--- src/dts_pkg.sv ---
`timescale 1ns / 1ps
package dts_pkg;

   // Command codes as they arrive on the request channel.
   typedef enum logic [2:0] {
      OP_CHECK   = 3'd0,
      OP_CREATE  = 3'd1,
      OP_DELETE  = 3'd2,
      OP_START   = 3'd3,
      OP_PAUSE   = 3'd4,
      OP_PERIOD  = 3'd5,
      OP_RELOAD  = 3'd6,
      OP_UNKNOWN = 3'd7
   } op_type;

   localparam logic [62:0] NEVER_DEADLINE = {63{1'b1}};
   localparam logic [31:0] WAIT_FOREVER   = 32'hFFFF_FFFF;
   localparam logic [31:0] WAIT_MAX       = 32'hFFFF_FFFE;
   localparam logic [31:0] PRECISION_RST  = 32'd1;

   localparam logic RESULT_EXPIRY  = 1'b0;
   localparam logic RESULT_SUMMARY = 1'b1;

   // A classified command word handed from the front to the back.
   typedef struct packed {
      op_type      op;
      logic [3:0]  slot;
      logic [31:0] arg;
      logic [62:0] now;
      logic        bad;
   } cmd_type;

   // One result word.
   typedef struct packed {
      logic        kind;
      logic [3:0]  slot;
      logic [31:0] wait_us;
      logic        status;
      logic        last;
   } rsp_type;

endpackage

--- src/dts_front.sv ---
`timescale 1ns / 1ps
module dts_front import dts_pkg::*; #(
   parameter int NUM_TIMERS = 16
) (
   input  logic        clock,
   input  logic        reset,
   input  logic        push,
   output logic        full,
   input  logic [2:0]  req_type,
   input  logic [3:0]  req_timer_slot,
   input  logic [31:0] req_arg_value,
   input  logic [62:0] req_time_now,
   output logic        cmd_valid,
   input  logic        cmd_pop,
   output cmd_type     cmd_word
);

   cmd_type    mem_ff [2];
   logic       wr_ff, wr_in, rd_ff, rd_in;
   logic [1:0] cnt_ff, cnt_in;
   cmd_type    cls;
   logic [8:0] slot_wide;
   logic       do_push, do_pop;

   // Classify: unknown codes and absent slots are marked bad up front.
   always_comb begin
      slot_wide = {5'd0, req_timer_slot};
      cls.op    = op_type'(req_type);
      cls.slot  = req_timer_slot;
      cls.arg   = req_arg_value;
      cls.now   = req_time_now;
      cls.bad   = (cls.op == OP_UNKNOWN) ||
                  ((cls.op != OP_CHECK) && (slot_wide >= 9'(NUM_TIMERS)));
   end

   assign full      = (cnt_ff == 2'd2);
   assign cmd_valid = (cnt_ff != 2'd0);
   assign cmd_word  = mem_ff[rd_ff];
   assign do_push   = push && !full;
   assign do_pop    = cmd_pop && cmd_valid;

   always_comb begin
      wr_in  = do_push ? ~wr_ff : wr_ff;
      rd_in  = do_pop ? ~rd_ff : rd_ff;
      cnt_in = cnt_ff + 2'(do_push) - 2'(do_pop);
   end

   always_ff @(posedge clock) begin
      if (reset) begin
         wr_ff  <= 1'b0;
         rd_ff  <= 1'b0;
         cnt_ff <= 2'd0;
      end else begin
         wr_ff  <= wr_in;
         rd_ff  <= rd_in;
         cnt_ff <= cnt_in;
      end
   end

   always_ff @(posedge clock) begin
      if (do_push) begin
         mem_ff[wr_ff] <= cls;
      end
   end

endmodule

--- src/dts_rsp_queue.sv ---
`timescale 1ns / 1ps
module dts_rsp_queue import dts_pkg::*; (
   input  logic    clock,
   input  logic    reset,
   input  logic    wr_en,
   output logic    q_full,
   input  rsp_type wr_word,
   output logic    empty,
   input  logic    pop,
   output rsp_type rd_word
);

   rsp_type    mem_ff [2];
   logic       wr_ff, wr_in, rd_ff, rd_in;
   logic [1:0] cnt_ff, cnt_in;
   logic       do_push, do_pop;

   assign q_full  = (cnt_ff == 2'd2);
   assign empty   = (cnt_ff == 2'd0);
   assign rd_word = mem_ff[rd_ff];
   assign do_push = wr_en && !q_full;
   assign do_pop  = pop && !empty;

   always_comb begin
      wr_in  = do_push ? ~wr_ff : wr_ff;
      rd_in  = do_pop ? ~rd_ff : rd_ff;
      cnt_in = cnt_ff + 2'(do_push) - 2'(do_pop);
   end

   always_ff @(posedge clock) begin
      if (reset) begin
         wr_ff  <= 1'b0;
         rd_ff  <= 1'b0;
         cnt_ff <= 2'd0;
      end else begin
         wr_ff  <= wr_in;
         rd_ff  <= rd_in;
         cnt_ff <= cnt_in;
      end
   end

   always_ff @(posedge clock) begin
      if (do_push) begin
         mem_ff[wr_ff] <= wr_word;
      end
   end

endmodule

--- src/dts_back.sv ---
`timescale 1ns / 1ps
module dts_back import dts_pkg::*; #(
   parameter int NUM_TIMERS = 16
) (
   input  logic        clock,
   input  logic        reset,
   input  logic        csr_valid,
   output logic        csr_ready,
   input  logic [31:0] csr_wdata,
   input  logic        cmd_valid,
   output logic        cmd_pop,
   input  cmd_type     cmd_word,
   output logic        rsp_wr,
   input  logic        rsp_full,
   output rsp_type     rsp_word
);

   localparam int IW = (NUM_TIMERS > 1) ? $clog2(NUM_TIMERS) : 1;
   localparam logic [IW-1:0] LAST_IDX = IW'(NUM_TIMERS - 1);

   typedef enum logic [4:0] {
      S_IDLE   = 5'b00001,
      S_APPLY  = 5'b00010,
      S_SCAN   = 5'b00100,
      S_DECIDE = 5'b01000,
      S_FINAL  = 5'b10000
   } state_type;

   state_type   state_ff, state_in;
   cmd_type     cmd_ff, cmd_in;
   logic        status_ff, status_in;
   logic [31:0] prec_ff;
   logic [31:0] cnt_ff;
   logic [IW-1:0] idx_ff, idx_in, best_ff, best_in;
   logic        bvalid_ff, bvalid_in;
   logic        final_ff, final_in;

   logic          used_ff   [NUM_TIMERS];
   logic          en_ff     [NUM_TIMERS];
   logic          rl_ff     [NUM_TIMERS];
   logic [31:0]   per_ff    [NUM_TIMERS];
   logic [62:0]   dl_ff     [NUM_TIMERS];
   logic [31:0]   st_ff     [NUM_TIMERS];
   logic          fired_ff  [NUM_TIMERS];

   logic [8:0]    slot_wide;
   logic [IW-1:0] si;
   logic          cand, earlier, due, fire_now, apply_ok;
   logic [63:0]   due_lim, sched_sum, diff;
   logic [62:0]   sched_dl;
   logic [IW-1:0] sched_idx;
   logic          sched_en;
   logic [31:0]   wait_val;
   logic [8:0]    best_wide;

   assign csr_ready = 1'b1;
   assign slot_wide = {5'd0, cmd_ff.slot};
   assign si        = slot_wide[IW-1:0];
   assign best_wide = 9'(best_ff);

   // Compare the slot under the scan pointer against the best so far.
   always_comb begin
      cand = en_ff[idx_ff] && !(!final_ff && fired_ff[idx_ff]);
      earlier = (dl_ff[idx_ff] < dl_ff[best_ff]) ||
                ((dl_ff[idx_ff] == dl_ff[best_ff]) && (st_ff[idx_ff] > st_ff[best_ff]));
   end

   // Due test and the summary wait for the chosen slot.
   always_comb begin
      due_lim = {1'b0, cmd_ff.now} + {32'd0, prec_ff};
      due     = bvalid_ff && ({1'b0, dl_ff[best_ff]} < due_lim);
      diff    = {1'b0, dl_ff[best_ff]} - {1'b0, cmd_ff.now};
      if (!bvalid_ff) begin
         wait_val = WAIT_FOREVER;
      end else if (dl_ff[best_ff] <= cmd_ff.now) begin
         wait_val = 32'd0;
      end else if (diff > {32'd0, WAIT_MAX}) begin
         wait_val = WAIT_MAX;
      end else begin
         wait_val = diff[31:0];
      end
   end

   assign apply_ok = !status_in && (cmd_ff.op != OP_CHECK);
   assign fire_now = (state_ff == S_DECIDE) && !final_ff && due && !rsp_full;

   // Rescheduling: from a start or set period, or from a reload timer firing.
   always_comb begin
      sched_en  = 1'b0;
      sched_idx = si;
      if (state_ff == S_APPLY && apply_ok) begin
         if (cmd_ff.op == OP_START && !en_ff[si]) begin
            sched_en = 1'b1;
         end
         if (cmd_ff.op == OP_PERIOD && en_ff[si]) begin
            sched_en = 1'b1;
         end
      end
      if (fire_now && rl_ff[best_ff]) begin
         sched_en  = 1'b1;
         sched_idx = best_ff;
      end
      sched_sum = {1'b0, cmd_ff.now} +
                  {32'd0, ((state_ff == S_APPLY && cmd_ff.op == OP_PERIOD) ?
                           cmd_ff.arg : per_ff[sched_idx])};
      sched_dl  = sched_sum[63] ? NEVER_DEADLINE : sched_sum[62:0];
   end

   // Sequencer: apply, then scan passes until nothing more is due, then summary.
   always_comb begin
      state_in  = state_ff;
      cmd_in    = cmd_ff;
      idx_in    = idx_ff;
      best_in   = best_ff;
      bvalid_in = bvalid_ff;
      final_in  = final_ff;
      cmd_pop   = 1'b0;
      rsp_wr    = 1'b0;
      rsp_word.kind    = RESULT_EXPIRY;
      rsp_word.slot    = best_wide[3:0];
      rsp_word.wait_us = 32'd0;
      rsp_word.status  = status_ff;
      rsp_word.last    = 1'b0;
      case (state_ff)
         S_IDLE: begin
            if (cmd_valid) begin
               cmd_pop  = 1'b1;
               cmd_in   = cmd_word;
               state_in = S_APPLY;
            end
         end
         S_APPLY: begin
            state_in  = S_SCAN;
            idx_in    = '0;
            bvalid_in = 1'b0;
            final_in  = 1'b0;
         end
         S_SCAN: begin
            if (cand && (!bvalid_ff || earlier)) begin
               best_in   = idx_ff;
               bvalid_in = 1'b1;
            end
            if (idx_ff == LAST_IDX) begin
               state_in = S_DECIDE;
            end else begin
               idx_in = idx_ff + 1'b1;
            end
         end
         S_DECIDE: begin
            if (!final_ff && !due) begin
               final_in  = 1'b1;
               state_in  = S_SCAN;
               idx_in    = '0;
               bvalid_in = 1'b0;
            end else if (!rsp_full) begin
               rsp_wr = 1'b1;
               if (final_ff) begin
                  rsp_word.kind    = RESULT_SUMMARY;
                  rsp_word.slot    = 4'd0;
                  rsp_word.wait_us = wait_val;
                  rsp_word.last    = 1'b1;
                  state_in         = S_IDLE;
               end else begin
                  state_in  = S_SCAN;
                  idx_in    = '0;
                  bvalid_in = 1'b0;
               end
            end
         end
         S_FINAL: begin
            state_in = S_IDLE;
         end
         default: begin
            state_in = S_IDLE;
         end
      endcase
   end

   // The command status is settled in the apply state, after the command is taken.
   always_comb begin
      status_in = status_ff;
      if (state_ff == S_APPLY) begin
         status_in = cmd_ff.bad ||
                     ((cmd_ff.op != OP_CHECK) && (cmd_ff.op != OP_CREATE) && !used_ff[si]);
      end
   end

   always_ff @(posedge clock) begin
      if (reset) begin
         state_ff  <= S_IDLE;
         status_ff <= 1'b0;
         idx_ff    <= '0;
         best_ff   <= '0;
         bvalid_ff <= 1'b0;
         final_ff  <= 1'b0;
         prec_ff   <= PRECISION_RST;
         cnt_ff    <= 32'd0;
      end else begin
         state_ff  <= state_in;
         status_ff <= status_in;
         idx_ff    <= idx_in;
         best_ff   <= best_in;
         bvalid_ff <= bvalid_in;
         final_ff  <= final_in;
         if (csr_valid) begin
            prec_ff <= csr_wdata;
         end
         if (sched_en) begin
            cnt_ff <= cnt_ff + 32'd1;
         end
      end
   end

   always_ff @(posedge clock) begin
      cmd_ff <= cmd_in;
   end

   // Slot table. The status decision uses the value computed this cycle.
   always_ff @(posedge clock) begin
      if (reset) begin
         for (int i = 0; i < NUM_TIMERS; i++) begin
            used_ff[i]  <= 1'b0;
            en_ff[i]    <= 1'b0;
            rl_ff[i]    <= 1'b0;
            dl_ff[i]    <= NEVER_DEADLINE;
            st_ff[i]    <= 32'd0;
            fired_ff[i] <= 1'b0;
         end
      end else begin
         if (state_ff == S_APPLY) begin
            for (int i = 0; i < NUM_TIMERS; i++) begin
               fired_ff[i] <= 1'b0;
            end
            if (!status_in && cmd_ff.op != OP_CHECK) begin
               case (cmd_ff.op)
                  OP_CREATE: begin
                     used_ff[si] <= 1'b1;
                     en_ff[si]   <= 1'b0;
                     rl_ff[si]   <= 1'b1;
                     dl_ff[si]   <= NEVER_DEADLINE;
                  end
                  OP_DELETE: begin
                     used_ff[si] <= 1'b0;
                     en_ff[si]   <= 1'b0;
                     rl_ff[si]   <= 1'b0;
                     dl_ff[si]   <= NEVER_DEADLINE;
                  end
                  OP_START: begin
                     en_ff[si] <= 1'b1;
                  end
                  OP_PAUSE: begin
                     if (en_ff[si]) begin
                        en_ff[si] <= 1'b0;
                        dl_ff[si] <= NEVER_DEADLINE;
                     end
                  end
                  OP_RELOAD: begin
                     rl_ff[si] <= (cmd_ff.arg != 32'd0);
                  end
                  default: begin
                  end
               endcase
            end
         end
         if (fire_now) begin
            fired_ff[best_ff] <= 1'b1;
            if (!rl_ff[best_ff]) begin
               en_ff[best_ff] <= 1'b0;
               dl_ff[best_ff] <= NEVER_DEADLINE;
            end
         end
         if (sched_en && (state_ff != S_APPLY || !status_in)) begin
            dl_ff[sched_idx] <= sched_dl;
            st_ff[sched_idx] <= cnt_ff;
         end
      end
   end

   // Periods need no reset; only used slots read them.
   always_ff @(posedge clock) begin
      if (state_ff == S_APPLY && !status_in &&
          (cmd_ff.op == OP_CREATE || cmd_ff.op == OP_PERIOD)) begin
         per_ff[si] <= cmd_ff.arg;
      end
   end

endmodule

--- src/deadline_timer_scheduler_top.sv ---
`timescale 1ns / 1ps
// A command is applied, then the slot scan runs passes until nothing more is due, then a final pass
// gives the summary; each pass visits one slot per cycle and is then decided, firing at most one timer.
// Throughput: one command at a time in the back end; two commands queue up in front of it.
// Results pass through a two-word queue, so a stalled reader holds the back end only when full.
// Reset is synchronous and active high: all slots unused, deadlines never, precision 1.
module deadline_timer_scheduler_top import dts_pkg::*; #(
   parameter int NUM_TIMERS = 16
) (
   input  logic        clock,
   input  logic        reset,
   input  logic        push,
   output logic        full,
   input  logic [2:0]  req_type,
   input  logic [3:0]  req_timer_slot,
   input  logic [31:0] req_arg_value,
   input  logic [62:0] req_time_now,
   output logic        empty,
   input  logic        pop,
   output logic        rsp_result_kind,
   output logic [3:0]  rsp_fired_slot,
   output logic [31:0] rsp_wait_us,
   output logic        rsp_cmd_status,
   output logic        rsp_last_result,
   input  logic        csr_valid,
   output logic        csr_ready,
   input  logic [31:0] csr_wdata
);

   cmd_type cmd_word;
   rsp_type wr_word, rd_word;
   logic    cmd_valid, cmd_pop, rsp_wr, rsp_full;

   dts_front #(.NUM_TIMERS(NUM_TIMERS)) u_front (
      .clock, .reset, .push, .full, .req_type, .req_timer_slot,
      .req_arg_value, .req_time_now, .cmd_valid, .cmd_pop, .cmd_word
   );

   dts_back #(.NUM_TIMERS(NUM_TIMERS)) u_back (
      .clock, .reset, .csr_valid, .csr_ready, .csr_wdata, .cmd_valid,
      .cmd_pop, .cmd_word, .rsp_wr, .rsp_full, .rsp_word(wr_word)
   );

   dts_rsp_queue u_rsp (
      .clock, .reset, .wr_en(rsp_wr), .q_full(rsp_full), .wr_word,
      .empty, .pop, .rd_word
   );

   assign rsp_result_kind = rd_word.kind;
   assign rsp_fired_slot  = rd_word.slot;
   assign rsp_wait_us     = rd_word.wait_us;
   assign rsp_cmd_status  = rd_word.status;
   assign rsp_last_result = rd_word.last;

endmodule

--- config.mk ---
export PLATFORM = sky130hd
export DESIGN_NAME = deadline_timer_scheduler_top
export DESIGN_NICKNAME = d
export VERILOG_FILES = /design/src/dts_pkg.sv /design/src/dts_front.sv /design/src/dts_rsp_queue.sv /design/src/dts_back.sv /design/src/deadline_timer_scheduler_top.sv
export SDC_FILE = /design/constraint.sdc
export NUM_CORES = 2
export LEC_CHECK = 0
export BUFFER_PORTS_ARGS = -buffer_cell sky130_fd_sc_hd__buf_4
export CORE_AREA = 8 8 477 572
export CTS_CLUSTER_SIZE = 40
export DETAILED_ROUTE_END_ITERATION = 7
export DIE_AREA = 0 0 485 580
export PLACE_DENSITY_LB_ADDON = 0.08
export SYNTH_ARGS = -nofsm -noshare
export SYNTH_HDL_FRONTEND = slang
export SYNTH_SLANG_ARGS = --single-unit
--- constraint.sdc ---
create_clock -name clock -period 10 [get_ports clock]
set_clock_uncertainty 0.2 [all_clocks]
set_input_delay 2 -clock clock [delete_from_list [all_inputs] [get_ports clock]]
set_output_delay 2 -clock clock [all_outputs]
set_load 0.05 [all_outputs]
==> flow_summary.json <==
{
  "drc": 0,
  "antenna_found_initial": 11,
  "rows": 207,
  "crit_required_ns": 10.38,
  "die_width_um": 485,
  "synthTopCellsByArea": "edfxtp_1 56%, mux4_2 17%, nand2_1 4.4%",
  "cts-root-buf": "clkbuf_16",
  "grt_max_degree": 93,
  "synth_top_cell_area_share_pct": 56.5,
  "slew_viol_final": 0,
  "synth.most_common_cell": "edfxtp_1",
  "grt_pass1_vias": 88200,
  "drive_gt1_share_pct": 28.9,
  "htreeDepth": 5,
  "wire_per_inst_um": 32.4,
  "total_power_mw": 34.8,
  "clockBufferDepth": 4,
  "rrSetupSlack_ns": 0.01,
  "dr_total_vias": 87200,
  "dieHeight_um": 580,
  "status": "completed",
  "cts_tree": "yes",
  "synth_edf_count": 2465,
  "tightestPinTransition_ns": 1.21,
  "crit_path_frequent_cell": "buf_4",
  "hold_class": "reg2reg",
  "clock_latency_ns": 0.89,
  "slowest_stage": "o31ai_4",
  "hold_ws_ns": 0.252,
  "leakage_nw": 47.7,
  "fin_crit_ns": 9.99,
  "grt-ovfl-total": 0,
  "track_usage_pct": 30.3,
  "port_buffers": 179,
  "area_growth_pct": 16.9,
  "ys_seq_elements": 2577,
  "final_hold_viol_count": 0,
  "finalNetCount": 10300,
  "synth.distinct_cells": 97,
  "synth_area_per_cell_um2": 14.2,
  "crit_type": "reg2reg",
  "first_pass_iters": 6,
  "r2r_end": "u_back.dl_ff[3][44]",
  "cts_hold_buf": 0,
  "start_util_pct": 49.7,
  "synth_area_um2": 131000,
  "slew_headroom_pct": 18.3,
  "drt.antenna.violating_nets": 0,
  "die_area_um2": 281000,
  "synthesis.nets": 9657,
  "crit_arrival_ns": 10.37,
  "ys_top_cells_by_count": "2465 x edfxtp_1, 1548 x nand2_1, 974 x mux4_2",
  "period_share_pct": 99.9,
  "syn_inst": 9225,
  "routed_wirelength_um": 439000,
  "hpwlAfterDp_um": 277000,
  "synthArstFlopShare_pct": 0,
  "grt_setup_unrepaired": "yes",
  "yosysTopAreaCell": "edfxtp_1",
  "clkTransAtPathRegs_ns": 0.06,
  "io_pins": 181,
  "drtIter0Drc": 10000,
  "clkSinkCount": 2577,
  "grt_pass1_wl_um": 624000,
  "fmax_mhz": 100,
  "synth_flop_cell": "edfxtp_1",
  "endpoint_kind": "flip-flop",
  "numCtsBuffers": 279,
  "setup_viol_count_final": 0,
  "cap_violations": 0,
  "crit_start": "u_back.cmd_ff[3]",
  "synth_warnings": 0,
  "cp_slowest_stage_delay_ns": 0.51,
  "place_congestion": 0.966,
  "synth-seq-area-share_pct": 58.2,
  "cp-start-kind": "flip-flop",
  "coreArea_um2": 264000,
  "crit_end": "u_back.dl_ff[3][44]",
  "regToRegStartpoint": "u_back.cmd_ff[3]",
  "ir_drop_mv": 0.212,
  "power_density_nw_per_um2": 227,
  "r2r_cells": 49,
  "critPathMaxFanout": 15,
  "routed_via_density": 6.43
}
[critical path: cells and delay by family, from the launching register on]
family / cells / cell delay, ns
buf+inv: 14 / 2.11
simple gates: 10 / 1.76
xor+xnor: 1 / 0.13
fa+ha+maj: 3 / 0.83
flops: 1 / 0.43
compound gates: 20 / 3.98
mux: 1 / 0.15
[final cells by class]
| type | count | area [µm²] |
|---|---|---|
| Fill cell | 20700 | 110000 |
| Sequential cell | 2577 | 76300 |
| Multi-Input combinational cell | 5713 | 52600 |
| Timing Repair Buffer | 1071 | 10300 |
| Clock buffer | 363 | 7580 |
| Tap cell | 3448 | 4310 |
| Clock inverter | 139 | 1150 |
| Inverter | 233 | 875 |
| Antenna cell | 5 | 12.5 |
[report_power, final]
part / internal, mW / switching, mW / leakage, nW
clock: 5.76 / 4.34 / 4.28
combinational: 4.72 / 7.00 / 21.7
sequential: 12.6 / 0.445 / 21.7
total: 23.0 / 11.8 / 47.7
[cells in the final DEF (no fill, tap or decap), types with 43 or more instances in the layout]
cell type	synthesis	layout
edfxtp_1	2465	2465
nand2_1	1548	1541
mux4_2	974	974
buf_4	20	859
and2_1	466	458
clkbuf_16	0	294
ha_1	290	278
nor2_1	301	264
inv_1	233	232
nand3_1	219	214
a21oi_1	233	211
mux2i_1	174	162
mux2_2	146	145
buf_12	0	142
xnor2_1	142	127
nor3_1	129	122
a21o_1	141	120
o21ai_0	129	110
dfxtp_1	112	102
nand4_1	78	78
clkbuf_1	424	67
o21bai_1	67	66
clkinv_1	0	58
nor2_4	0	47
xor2_1	44	43
clkinv_2	0	43
buf_6	7	43
[routing by layer]
metal	track usage [%]	share of wire [%]	vias up
met5	0	0.0032	-
met4	12.2	4.7	4
met3	5.42	8.8	982
met2	50.2	49	4583
met1	39.7	38	45000
li1	-	-	36600
[worst min path at each step]
stage / end / startpoint / cells after the start / slack, ns
final: u_back.fired_ff[3] / u_back.fired_ff[3] / 2 / 0.25
after CTS: u_back.fired_ff[6] / u_back.fired_ff[6] / 2 / 0.26
after floorplan: u_back.fired_ff[10] / u_back.fired_ff[10] / 2 / 0.22
after detailed placement: u_back.fired_ff[6] / u_back.fired_ff[6] / 2 / 0.24
after global placement: u_back.fired_ff[6] / u_back.fired_ff[6] / 2 / 0.23
after global routing: u_back.fired_ff[6] / u_back.fired_ff[6] / 2 / 0.29
[flip-flops by register name (all words and copies together) (netlist names), 16 cells and up, named ones only]
register         flops
u_back.per_ff      512
u_front.mem_ff     206
u_back.dl_ff      1008
u_back.used_ff      16
u_back.cmd_ff       99
u_back.cnt_ff       32
u_back.prec_ff      32
u_back.fired_ff     16
u_back.en_ff        16
u_rsp.mem_ff        76
u_back.rl_ff        16
u_back.st_ff       512
[what timing repair did]
| action | 4_1_cts | 5_1_grt |
|---|---|---|
| pin swaps | 64 | 95 |
| endpoints found under the setup margin | 1008 | 1008 |
| gates resized for setup | 170 | 165 |
| buffers inserted | 43 | 31 |
| gates cloned | 13 | 6 |
[cell families after synthesis]
logic type | Yosys count | share of synthesized area [%]
adder cells (fa/ha/maj) | 293 | 2.81
XOR/XNOR | 186 | 1.24
flip-flops | 2577 | 58.2
AO/OA/AOI/OAI | 916 | 4.74
other | 1 | 0.00286
buffers and inverters | 935 | 2.92
AND/OR/NAND/NOR | 3021 | 10.7
multiplexers | 1296 | 19.3
[metrics by stage]
stage | TNS [ns] | cell area (µm²) | cells | utilization, % | setup slack, ns
5_1_grt | -163.92 | 153000 | 13500 | 58.1 | -0.294
3_3_place_gp | -1737.08 | 142000 | 13000 | 53.9 | -2.12
3_5_place_dp | -1638.60 | 142000 | 13000 | 53.9 | -2.01
4_1_cts | 0 | 152000 | 13500 | 57.7 | 0.00563
6_report | 0 | 153000 | 13500 | 58.1 | 0.0129
2_1_floorplan | 0 | 131000 | 9225 | - | 0.115
(Power assumes the default switching activity.)
